`config.mk`:
```
export PLATFORM = sky130hd
export DESIGN_NAME = midi_track_event_parser_top_flat
export DESIGN_NICKNAME = d
export VERILOG_FILES = /design/src/sv/mtep_pkg.sv /design/src/sv/mtep_if.sv /design/src/sv/mtep_csr.sv /design/src/sv/mtep_parser.sv /design/src/sv/mtep_rsp_stage.sv /design/src/sv/midi_track_event_parser_top.sv /design/src/flat_wrapper.sv
export SDC_FILE = /design/constraint.sdc
export NUM_CORES = 1
export LEC_CHECK = 0
export BUFFER_PORTS_ARGS = -buffer_cell sky130_fd_sc_hd__buf_4
export CAP_MARGIN = 20
export CORE_UTILIZATION = 50
export CTS_BUF_LIST = sky130_fd_sc_hd__clkbuf_4 sky130_fd_sc_hd__clkbuf_8
export DETAILED_ROUTE_END_ITERATION = 8
export PLACE_DENSITY = 0.77
export SLEW_MARGIN = 20
export SYNTH_ARGS = -nofsm -noshare
export SYNTH_HDL_FRONTEND = slang
export SYNTH_SLANG_ARGS = --single-unit
export TNS_END_PERCENT = 5
```
`constraint.sdc`:
```
create_clock -name clock -period 4.4 [get_ports clock]
set_input_delay 0.22 -clock clock [delete_from_list [all_inputs] [get_ports clock]]
set_output_delay 0.22 -clock clock [all_outputs]
set_load 0.01 [all_outputs]
```
`src/sv/mtep_pkg.sv`:
```
// ----------------------------------------------------------------------------
// mtep_pkg
// Shared types and constants of the MIDI track event parser: parse phases,
// event kind codes, status byte codes and the result record.
// ----------------------------------------------------------------------------
package mtep_pkg;

   localparam int unsigned DATA_W       = 8;
   localparam int unsigned DELTA_W      = 28;
   localparam int unsigned KIND_W       = 3;
   localparam int unsigned CHAN_W       = 4;
   localparam int unsigned CSR_ADDR_W   = 3;
   localparam int unsigned CSR_DATA_W   = 32;
   localparam int unsigned DCNT_W       = 3;
   localparam int unsigned REM_W        = 8;

   // longest delta time accepted, in bytes
   localparam logic [DCNT_W-1:0] MAX_DELTA_BYTES = 3'd4;

   // register indexes (byte address bits [CSR_ADDR_W-1:2])
   localparam logic REG_CHANNEL_NUMBER = 1'b0;

   // event kinds
   localparam logic [KIND_W-1:0] KIND_NOTE_OFF = 3'd0;
   localparam logic [KIND_W-1:0] KIND_NOTE_ON  = 3'd1;
   localparam logic [KIND_W-1:0] KIND_PATCH    = 3'd2;
   localparam logic [KIND_W-1:0] KIND_NAME     = 3'd3;
   localparam logic [KIND_W-1:0] KIND_END      = 3'd4;
   localparam logic [KIND_W-1:0] KIND_TEMPO    = 3'd5;
   localparam logic [KIND_W-1:0] KIND_TIMESIG  = 3'd6;
   localparam logic [KIND_W-1:0] KIND_ERROR    = 3'd7;

   // status and meta type bytes
   localparam logic [DATA_W-1:0] STATUS_META     = 8'hFF;
   localparam logic [DATA_W-1:0] STATUS_NOTE_OFF = 8'h80;
   localparam logic [DATA_W-1:0] STATUS_NOTE_ON  = 8'h90;
   localparam logic [DATA_W-1:0] STATUS_PATCH    = 8'hC0;
   localparam logic [DATA_W-1:0] META_NAME       = 8'h03;
   localparam logic [DATA_W-1:0] META_END        = 8'h2F;
   localparam logic [DATA_W-1:0] META_TEMPO      = 8'h51;
   localparam logic [DATA_W-1:0] META_TIMESIG    = 8'h58;

   // data bytes still to come after the type byte
   localparam logic [REM_W-1:0] REM_NOTE    = 8'd2;
   localparam logic [REM_W-1:0] REM_PATCH   = 8'd1;
   localparam logic [REM_W-1:0] REM_END     = 8'd1;
   localparam logic [REM_W-1:0] REM_TEMPO   = 8'd4;
   localparam logic [REM_W-1:0] REM_TIMESIG = 8'd5;

   typedef enum logic [4:0] {
      PH_DELTA    = 5'b00001,
      PH_STATUS   = 5'b00010,
      PH_METATYPE = 5'b00100,
      PH_METALEN  = 5'b01000,
      PH_BODY     = 5'b10000
   } phase_type;

   typedef struct packed {
      logic [DATA_W-1:0]  event_byte;
      logic [DELTA_W-1:0] delta_time;
      logic [KIND_W-1:0]  event_kind;
      logic               first_of_event;
      logic               last_of_event;
   } result_type;

   typedef struct packed {
      logic      halted;
      phase_type phase;
   } status_type;

endpackage

```
`src/sv/mtep_if.sv`:
```
// ----------------------------------------------------------------------------
// mtep_if
// Valid/ready channels of the parser: raw track bytes in, event bytes out.
// ----------------------------------------------------------------------------
interface mtep_req_if;
   logic       valid;
   logic       ready;
   logic [7:0] data_byte;

   modport source (output valid, output data_byte, input ready);
   modport sink   (input valid, input data_byte, output ready);
endinterface

interface mtep_rsp_if;
   logic        valid;
   logic        ready;
   logic [7:0]  event_byte;
   logic [27:0] delta_time;
   logic [2:0]  event_kind;
   logic        first_of_event;
   logic        last_of_event;

   modport source (output valid, output event_byte, output delta_time, output event_kind,
                   output first_of_event, output last_of_event, input ready);
   modport sink   (input valid, input event_byte, input delta_time, input event_kind,
                   input first_of_event, input last_of_event, output ready);
endinterface

```
`src/sv/mtep_csr.sv`:
```
// ----------------------------------------------------------------------------
// mtep_csr
// APB-style register port holding the channel number.
// ----------------------------------------------------------------------------
module mtep_csr (
   input  logic                               clock,
   input  logic                               reset,
   input  logic                               psel,
   input  logic                               penable,
   input  logic                               pwrite,
   input  logic [mtep_pkg::CSR_ADDR_W-1:0]    paddr,
   input  logic [mtep_pkg::CSR_DATA_W-1:0]    pwdata,
   output logic [mtep_pkg::CSR_DATA_W-1:0]    prdata,
   output logic                               pready,
   output logic [mtep_pkg::CHAN_W-1:0]        channel_number
);
   import mtep_pkg::*;

   logic [CHAN_W-1:0] chan_ff;
   logic [CHAN_W-1:0] chan_in;
   logic              hit;

   assign pready = 1'b1;
   assign hit    = (paddr[CSR_ADDR_W-1] == REG_CHANNEL_NUMBER);

   always_comb begin
      chan_in = chan_ff;
      if (psel && penable && pwrite && pready && hit) begin
         chan_in = pwdata[CHAN_W-1:0];
      end
   end

   always_ff @(posedge clock) begin
      if (reset) begin
         chan_ff <= '0;
      end else begin
         chan_ff <= chan_in;
      end
   end

   assign prdata         = hit ? {{(CSR_DATA_W-CHAN_W){1'b0}}, chan_ff} : '0;
   assign channel_number = chan_ff;

endmodule

```
`src/sv/mtep_parser.sv`:
```
// ----------------------------------------------------------------------------
// mtep_parser
// Parse state and per-byte decode: delta time collection, event
// classification and tagging of each forwarded byte.
// ----------------------------------------------------------------------------
module mtep_parser (
   input  logic                          clock,
   input  logic                          reset,
   input  logic                          accept,
   input  logic [mtep_pkg::DATA_W-1:0]   data_byte,
   input  logic [mtep_pkg::CHAN_W-1:0]   channel_number,
   output logic                          res_valid,
   output mtep_pkg::result_type          res,
   output mtep_pkg::status_type          status
);
   import mtep_pkg::*;

   phase_type          phase_ff, phase_in;
   logic [DELTA_W-1:0] delta_ff, delta_in;
   logic [DCNT_W-1:0]  dcnt_ff, dcnt_in;
   logic [REM_W-1:0]   rem_ff, rem_in;
   logic [KIND_W-1:0]  kind_ff, kind_in;
   logic               halted_ff, halted_in;
   logic [REM_W-1:0]   rem_dec;
   logic               fail;
   logic               done;

   assign rem_dec = (rem_ff != '0) ? rem_ff - REM_W'(1) : rem_ff;

   always_comb begin
      phase_in  = phase_ff;
      delta_in  = delta_ff;
      dcnt_in   = dcnt_ff;
      rem_in    = rem_ff;
      kind_in   = kind_ff;
      halted_in = halted_ff;
      fail      = 1'b0;
      done      = 1'b0;
      res_valid = 1'b0;
      res.event_byte     = data_byte;
      res.delta_time     = delta_ff;
      res.event_kind     = kind_ff;
      res.first_of_event = 1'b0;
      res.last_of_event  = 1'b0;

      if (!halted_ff) begin
         case (phase_ff)
            PH_DELTA: begin
               if (dcnt_ff >= MAX_DELTA_BYTES) begin
                  fail = 1'b1;
               end else begin
                  delta_in = {delta_ff[DELTA_W-8:0], data_byte[6:0]};
                  dcnt_in  = dcnt_ff + DCNT_W'(1);
                  if (!data_byte[7]) begin
                     phase_in = PH_STATUS;
                  end
               end
            end
            PH_STATUS: begin
               res.first_of_event = 1'b1;
               res_valid          = 1'b1;
               if (data_byte == STATUS_META) begin
                  res.event_kind = KIND_NOTE_OFF;
                  phase_in       = PH_METATYPE;
               end else if (data_byte == STATUS_NOTE_OFF || data_byte == STATUS_NOTE_ON) begin
                  kind_in        = (data_byte == STATUS_NOTE_OFF) ? KIND_NOTE_OFF : KIND_NOTE_ON;
                  res.event_kind = kind_in;
                  res.event_byte = data_byte | {{(DATA_W-CHAN_W){1'b0}}, channel_number};
                  rem_in         = REM_NOTE;
                  phase_in       = PH_BODY;
               end else if (data_byte == STATUS_PATCH) begin
                  kind_in        = KIND_PATCH;
                  res.event_kind = KIND_PATCH;
                  res.event_byte = data_byte | {{(DATA_W-CHAN_W){1'b0}}, channel_number};
                  rem_in         = REM_PATCH;
                  phase_in       = PH_BODY;
               end else begin
                  fail = 1'b1;
               end
            end
            PH_METATYPE: begin
               res_valid = 1'b1;
               phase_in  = PH_BODY;
               case (data_byte)
                  META_NAME: begin
                     kind_in  = KIND_NAME;
                     phase_in = PH_METALEN;
                  end
                  META_END: begin
                     kind_in = KIND_END;
                     rem_in  = REM_END;
                  end
                  META_TEMPO: begin
                     kind_in = KIND_TEMPO;
                     rem_in  = REM_TEMPO;
                  end
                  META_TIMESIG: begin
                     kind_in = KIND_TIMESIG;
                     rem_in  = REM_TIMESIG;
                  end
                  default: begin
                     fail     = 1'b1;
                     phase_in = phase_ff;
                  end
               endcase
               res.event_kind = kind_in;
            end
            PH_METALEN: begin
               res_valid         = 1'b1;
               res.last_of_event = (data_byte == '0);
               if (data_byte == '0) begin
                  done = 1'b1;
               end else begin
                  rem_in   = data_byte[REM_W-1:0];
                  phase_in = PH_BODY;
               end
            end
            PH_BODY: begin
               res_valid         = 1'b1;
               rem_in            = rem_dec;
               res.last_of_event = (rem_dec == '0);
               done              = (rem_dec == '0);
            end
            default: begin
               phase_in = phase_ff;
            end
         endcase

         // error: report the offending byte and stop
         if (fail) begin
            halted_in          = 1'b1;
            res_valid          = 1'b1;
            res.event_byte     = data_byte;
            res.event_kind     = KIND_ERROR;
            res.first_of_event = 1'b0;
            res.last_of_event  = 1'b1;
            kind_in            = kind_ff;
            rem_in             = rem_ff;
         end

         // event finished: restart with a fresh delta time
         if (done) begin
            phase_in = PH_DELTA;
            delta_in = '0;
            dcnt_in  = '0;
            rem_in   = '0;
         end
      end
   end

   always_ff @(posedge clock) begin
      if (reset) begin
         phase_ff  <= PH_DELTA;
         delta_ff  <= '0;
         dcnt_ff   <= '0;
         rem_ff    <= '0;
         kind_ff   <= KIND_NOTE_OFF;
         halted_ff <= 1'b0;
      end else if (accept) begin
         phase_ff  <= phase_in;
         delta_ff  <= delta_in;
         dcnt_ff   <= dcnt_in;
         rem_ff    <= rem_in;
         kind_ff   <= kind_in;
         halted_ff <= halted_in;
      end
   end

   assign status.halted = halted_ff;
   assign status.phase  = phase_ff;

endmodule

```
`src/sv/mtep_rsp_stage.sv`:
```
// ----------------------------------------------------------------------------
// mtep_rsp_stage
// Output register of the result channel; takes a new result whenever it is
// empty or the held one leaves in the same cycle.
// ----------------------------------------------------------------------------
module mtep_rsp_stage (
   input  logic                  clock,
   input  logic                  reset,
   input  logic                  load,
   input  logic                  load_valid,
   input  mtep_pkg::result_type  load_data,
   input  logic                  out_ready,
   output logic                  out_valid,
   output mtep_pkg::result_type  out_data,
   output logic                  in_ready
);
   import mtep_pkg::*;

   logic       valid_ff, valid_in;
   result_type data_ff, data_in;

   assign in_ready = !valid_ff || out_ready;

   always_comb begin
      valid_in = valid_ff;
      data_in  = data_ff;
      if (load) begin
         valid_in = load_valid;
         data_in  = load_data;
      end else if (out_ready) begin
         valid_in = 1'b0;
      end
   end

   always_ff @(posedge clock) begin
      if (reset) begin
         valid_ff <= 1'b0;
      end else begin
         valid_ff <= valid_in;
      end
   end

   // payload needs no reset
   always_ff @(posedge clock) begin
      data_ff <= data_in;
   end

   assign out_valid = valid_ff;
   assign out_data  = data_ff;

endmodule

```
`src/sv/midi_track_event_parser_top.sv`:
```
// ----------------------------------------------------------------------------
// midi_track_event_parser_top
// Takes the body of a MIDI track chunk one byte per request and forwards
// every event byte tagged with its delta time, kind and first/last marks.
// Delta time bytes give no result; an unknown status or meta type, or a
// fifth delta byte, gives one error result and halts the parser until reset.
// One byte is accepted every clock cycle unless the input is stalled; its result,
// if any, appears in the output register on the next cycle. The only thing that
// stalls the input is a full output register that the sink does not take. The
// channel number register is written through the APB port at byte address 0.
// ----------------------------------------------------------------------------
module midi_track_event_parser_top (
   input  logic                               clock,
   input  logic                               reset,
   mtep_req_if.sink                           req_bus,
   mtep_rsp_if.source                         rsp_bus,
   input  logic                               psel,
   input  logic                               penable,
   input  logic                               pwrite,
   input  logic [mtep_pkg::CSR_ADDR_W-1:0]    paddr,
   input  logic [mtep_pkg::CSR_DATA_W-1:0]    pwdata,
   output logic [mtep_pkg::CSR_DATA_W-1:0]    prdata,
   output logic                               pready
);
   import mtep_pkg::*;

   logic              req_accept;
   logic              req_ready;
   logic [CHAN_W-1:0] channel_number;
   logic              res_valid;
   result_type        res;
   result_type        rsp_data;
   status_type        status;

   assign req_accept    = req_bus.valid && req_ready;
   assign req_bus.ready = req_ready;

   mtep_csr u_csr (
      .clock          (clock),
      .reset          (reset),
      .psel           (psel),
      .penable        (penable),
      .pwrite         (pwrite),
      .paddr          (paddr),
      .pwdata         (pwdata),
      .prdata         (prdata),
      .pready         (pready),
      .channel_number (channel_number)
   );

   mtep_parser u_parser (
      .clock          (clock),
      .reset          (reset),
      .accept         (req_accept),
      .data_byte      (req_bus.data_byte),
      .channel_number (channel_number),
      .res_valid      (res_valid),
      .res            (res),
      .status         (status)
   );

   mtep_rsp_stage u_rsp_stage (
      .clock      (clock),
      .reset      (reset),
      .load       (req_accept),
      .load_valid (res_valid),
      .load_data  (res),
      .out_ready  (rsp_bus.ready),
      .out_valid  (rsp_bus.valid),
      .out_data   (rsp_data),
      .in_ready   (req_ready)
   );

   assign rsp_bus.event_byte     = rsp_data.event_byte;
   assign rsp_bus.delta_time     = rsp_data.delta_time;
   assign rsp_bus.event_kind     = rsp_data.event_kind;
   assign rsp_bus.first_of_event = rsp_data.first_of_event;
   assign rsp_bus.last_of_event  = rsp_data.last_of_event;

   // a halted parser swallows every request
   a_halted_silent: assert property (@(posedge clock) disable iff (reset)
      req_accept && status.halted |=> !rsp_bus.valid)
      else $error("result produced while halted");

   // an error result is always the last of its event and halts the parser
   a_error_halts: assert property (@(posedge clock) disable iff (reset)
      rsp_bus.valid && rsp_bus.event_kind == KIND_ERROR
         |-> rsp_bus.last_of_event && !rsp_bus.first_of_event && status.halted)
      else $error("error result without halt or last mark");

   // every byte past the delta time yields a result
   a_event_byte_out: assert property (@(posedge clock) disable iff (reset)
      req_accept && !status.halted && status.phase != PH_DELTA |=> rsp_bus.valid)
      else $error("event byte dropped");

   // a first mark never comes with a last mark
   a_first_not_last: assert property (@(posedge clock) disable iff (reset)
      rsp_bus.valid && rsp_bus.first_of_event |-> !rsp_bus.last_of_event)
      else $error("status byte marked as last");

endmodule
```
`src/flat_wrapper.sv`:
```
// flat-port wrapper written by rule: the top's interface ports become plain ports
module midi_track_event_parser_top_flat import mtep_pkg::*;
  (clock, reset, psel, penable, pwrite, paddr, pwdata, prdata, pready, req_bus_valid, req_bus_data_byte, req_bus_ready, rsp_bus_valid, rsp_bus_event_byte, rsp_bus_delta_time, rsp_bus_event_kind, rsp_bus_first_of_event, rsp_bus_last_of_event, rsp_bus_ready);
  mtep_req_if req_bus_i ();
  mtep_rsp_if rsp_bus_i ();
  input  logic clock;
  input  logic reset;
  input  logic psel;
  input  logic penable;
  input  logic pwrite;
  input  logic [mtep_pkg::CSR_ADDR_W-1:0] paddr;
  input  logic [mtep_pkg::CSR_DATA_W-1:0] pwdata;
  output logic [mtep_pkg::CSR_DATA_W-1:0] prdata;
  output logic pready;
  input wire logic [$bits(req_bus_i.valid)-1:0] req_bus_valid;
  input wire logic [$bits(req_bus_i.data_byte)-1:0] req_bus_data_byte;
  output wire logic [$bits(req_bus_i.ready)-1:0] req_bus_ready;
  output wire logic [$bits(rsp_bus_i.valid)-1:0] rsp_bus_valid;
  output wire logic [$bits(rsp_bus_i.event_byte)-1:0] rsp_bus_event_byte;
  output wire logic [$bits(rsp_bus_i.delta_time)-1:0] rsp_bus_delta_time;
  output wire logic [$bits(rsp_bus_i.event_kind)-1:0] rsp_bus_event_kind;
  output wire logic [$bits(rsp_bus_i.first_of_event)-1:0] rsp_bus_first_of_event;
  output wire logic [$bits(rsp_bus_i.last_of_event)-1:0] rsp_bus_last_of_event;
  input wire logic [$bits(rsp_bus_i.ready)-1:0] rsp_bus_ready;
  assign req_bus_i.valid = req_bus_valid;
  assign req_bus_i.data_byte = req_bus_data_byte;
  assign req_bus_ready = req_bus_i.ready;
  assign rsp_bus_valid = rsp_bus_i.valid;
  assign rsp_bus_event_byte = rsp_bus_i.event_byte;
  assign rsp_bus_delta_time = rsp_bus_i.delta_time;
  assign rsp_bus_event_kind = rsp_bus_i.event_kind;
  assign rsp_bus_first_of_event = rsp_bus_i.first_of_event;
  assign rsp_bus_last_of_event = rsp_bus_i.last_of_event;
  assign rsp_bus_i.ready = rsp_bus_ready;
  midi_track_event_parser_top u_core (.clock(clock), .reset(reset), .req_bus(req_bus_i), .rsp_bus(rsp_bus_i), .psel(psel), .penable(penable), .pwrite(pwrite), .paddr(paddr), .pwdata(pwdata), .prdata(prdata), .pready(pready));
endmodule
```
==> impl_metrics.env <==
export IMPL_worst_r2r_setup_slack_ps=1300
export IMPL_critical_path_buf_inv_count=0
export IMPL_crit_reg2reg_launch="u_core.u_parser.rem_ff[3]$_SDFFE_PP0P_"
export IMPL_die_h_microns=97.3
export IMPL_max_cap_violations=0
export IMPL_p_clk_share_pct=31.4
export IMPL_ctsResizeCount=0
export IMPL_cp_num_cells=6
export IMPL_crit_type="reg -> reg"
export IMPL_switching_share_pct=26.6
export IMPL_start_kind="register"
export IMPL_io_buffers=66
export IMPL_fmax_ghz=0.322
export IMPL_cts_sinks=94
export IMPL_grt_pass1_wl_microns=15200
export IMPL_postSynthCellCount=440
export IMPL_drtAntennaViolNets=0
export IMPL_synth_cell_types=63
export IMPL_drtIter0Drc=240
export IMPL_layout_nets=545
export IMPL_power_switching_w=0.000459
export IMPL_syn_to_final_growth_pct=14.0
export IMPL_syn_area_per_cell_sq_um=10.3
export IMPL_grt_pass1_vias=3122
export IMPL_synth_area_sq_mm=0.00454
export IMPL_holdWs_ps=94.3
export IMPL_cp_slowest_cell="or4_1"
export IMPL_seq_area_sq_mm=0.00229
export IMPL_period_needed_ps=3100
export IMPL_cts_setup_buffers=0
export IMPL_outcome="finished, final reports clean"
export IMPL_power_frac_seq_pct=56.2
export IMPL_multi_input_area_sq_mm=0.00200
export IMPL_r2r_end="u_core.u_parser.phase_ff[2]$_SDFFE_PP0P_"
export IMPL_fin_setup_tns_ps=0
export IMPL_yosysTopAreaCell="edfxtp_1"
export IMPL_drc_errors=0
export IMPL_vias=3456
export IMPL_rr_worst_depth=6
export IMPL_synth_top_area_share_pct=27.1
export IMPL_die_area_sq_mm=0.00947
export IMPL_yosys_warnings=0
export IMPL_whs_path_depth=3
export IMPL_whs_endpoint="u_core.u_csr.channel_number[0]$_SDFFE_PP0P_"
export IMPL_slew_headroom_pct=59.1
export IMPL_cts_clk_slew_worst_paths_ps=100
export IMPL_place_ws_ps=1350
export IMPL_max_stage_delay_ps=670
export IMPL_std_cell_rows=34
export IMPL_power_density_mw_per_mm2=334
export IMPL_drive_above_1_share_pct=19.5
export IMPL_timing_final_crit_share_pct=70.5
export IMPL_gr_total_overflow=0
export IMPL_cp_end_kind="register"
export IMPL_ys_async_sr_fraction_pct=0
export IMPL_dpl_hpwl_microns=6390
export IMPL_cp_arrival_ps=3350
export IMPL_io_pins=126
export IMPL_track_usage_pct=19.7
export IMPL_start_util_pct=51.8
export IMPL_crit_chain="or4_1 > or4b_4 > a2111oi_4 > nand3_4 > a311oi_4 > mux2_4"
export IMPL_dr_pass1_iters=6
export IMPL_ys_seq_elements=94
export IMPL_worst_slew_pin_slew_ps=612
export IMPL_routed_wl_microns=9410
export IMPL_hold_viol=0
export IMPL_gp_congestion=0.910
export IMPL_postCtsHoldBufs=0
export IMPL_crit_path_max_fanout=8
export IMPL_cts_tree="yes"
export IMPL_grt_max_degree=52
export IMPL_slew_violations=0
export IMPL_p_comb_share_pct=12.4
export IMPL_diodes=0
export IMPL_clk_latency_ps=350
export IMPL_chipWidth_microns=97.3
export IMPL_p_leak_nw=2.15
export IMPL_worst_slack_ps=1300
export IMPL_finalSetupViolCount=0
export IMPL_antenna_found_initial=0
export IMPL_core_area_sq_mm=0.00876
export IMPL_cp_required_ps=4650
export IMPL_root_buffer="clkbuf_8"
export IMPL_numCtsBuffers=9
export IMPL_worst_clock_skew_ps=13.4
export IMPL_final_common_cell="buf_4"
export IMPL_critPathTopFamily="simple AND/OR/NAND/NOR gates"
export IMPL_peakVddDrop_v=0.000182
export IMPL_ys_seq_area_share_pct=50.5
export IMPL_vias_per_cell=5.71
export IMPL_synth_edf_count=41
export IMPL_rsz0062_at_grt="no"
export IMPL_avgRoutedWirePerCell_microns=15.6
export IMPL_min_from="pwdata[0]"
export IMPL_synth_flop_cell="dfxtp_1"
export IMPL_clock_path_buffers=2
export IMPL_hp_class="in -> reg"
export IMPL_p_int_w=0.00127
export IMPL_synth_top_cells_by_area="edfxtp_1 (27%), dfxtp_1 (23%), mux2i_1 (8.8%)"
export IMPL_final_cell_mix="buf_4 (70), dfxtp_1 (53), nor3_1 (49), edfxtp_1 (41), mux2i_1 (40)"
export IMPL_nFillCells=735
export IMPL_htree_levels=3
==> per-layer routing <==
layer	track usage, %	vias to the layer above	routed length, microns
li1	-	1669	-
met1	27.1	1654	4270
met2	31.6	123	4520
met3	4.32	10	521
met4	5.43	0	94
met5	0	-	0
==> flip-flops by register name (all words and copies together) (netlist names) <==
name,cells
u_core.u_csr.channel_number,4
u_core.u_parser.dcnt_ff,3
u_core.u_parser.delta_ff,28
u_core.u_parser.halted_ff,1
u_core.u_parser.kind_ff,3
u_core.u_parser.phase_ff,5
u_core.u_parser.rem_ff,8
u_core.u_rsp_stage.out_data,41
u_core.u_rsp_stage.out_valid,1
==> power groups by stage <==
stage,combinational (W),sequential [W],clock [W]
finish,0.000214,0.000971,0.000542
global route,0.000230,0.000976,0.000590
detailed placement,0.000211,0.000991,0
floorplan,0.000146,0.000999,0
global placement,0.000208,0.000990,0
CTS,0.000213,0.000971,0.000551
==> synth_stat cells (4+ instances only) <==
library cell  number
a21o_1             8
a21oi_1           15
and2_1             5
and3_1             5
buf_2              4
buf_4             29
clkbuf_1          23
dfxtp_1           53
edfxtp_1          41
inv_1              9
mux2i_1           40
nand2_1           13
nand3_1            7
nand3b_1           4
nand4_1            6
nor2_1            27
nor2b_1            9
nor3_1            50
nor4_1             5
o21ai_0           11
o21ai_1            6
o21bai_1           4
or3_1              4
==> metrics by stage <==
stage	power [W]	area, sq um	instances	util, %
after global routing	0.00180	5180	605	59.1
after floorplan	0.00114	4640	467	-
after CTS	0.00174	5170	604	59.0
final	0.00173	5180	605	59.1
after detailed placement	0.00120	4980	588	56.9
after global placement	0.00120	4980	588	56.9
==> how the worst max path moves through the flow <==
stage,startpoint,end,slack [ps]
3_5_place_dp,u_core.u_parser.rem_ff[4]$_SDFFE_PP0P_,u_core.u_parser.phase_ff[2]$_SDFFE_PP0P_,1350
6_report,u_core.u_parser.rem_ff[3]$_SDFFE_PP0P_,u_core.u_parser.phase_ff[2]$_SDFFE_PP0P_,1300
2_1_floorplan,u_core.u_parser.rem_ff[4]$_SDFFE_PP0P_,u_core.u_parser.phase_ff[2]$_SDFFE_PP0P_,1520
5_1_grt,u_core.u_parser.rem_ff[3]$_SDFFE_PP0P_,u_core.u_parser.delta_ff[6]$_SDFFE_PP0P_,1160
3_3_place_gp,u_core.u_parser.rem_ff[3]$_SDFFE_PP0P_,u_core.u_parser.phase_ff[2]$_SDFFE_PP0P_,1410
4_1_cts,u_core.u_parser.rem_ff[3]$_SDFFE_PP0P_,u_core.u_parser.delta_ff[6]$_SDFFE_PP0P_,1320
==> cells by family after synthesis <==
kind of cell,count (synthesis),share of synthesized area (%)
AND/OR/NAND/NOR,153,18.3
flip-flops,94,50.5
AO/OA/AOI/OAI,76,12.1
buffers and inverters,66,7.96
multiplexers,41,9.15
XOR/XNOR,5,0.964
adder cells (fa/ha/maj),3,0.827
other,2,0.165
==> layout make-up <==
class                      count  share of cell area (%)
inverter                       9                   0.652
multi-input combinational    307                    38.5
clock buffer                  10                    2.66
clock inverter                 6                   0.991
sequential                    94                    44.3
timing repair buffer          71                    10.3
tap                          108                    2.61
==> tightest hold or removal path, delay by kind of cell <==
kind,cells,cell delay (ps)
buf+inv,1,80
simple gates,1,70
mux,1,50
Note: power is estimated with default switching activity, not from simulation.
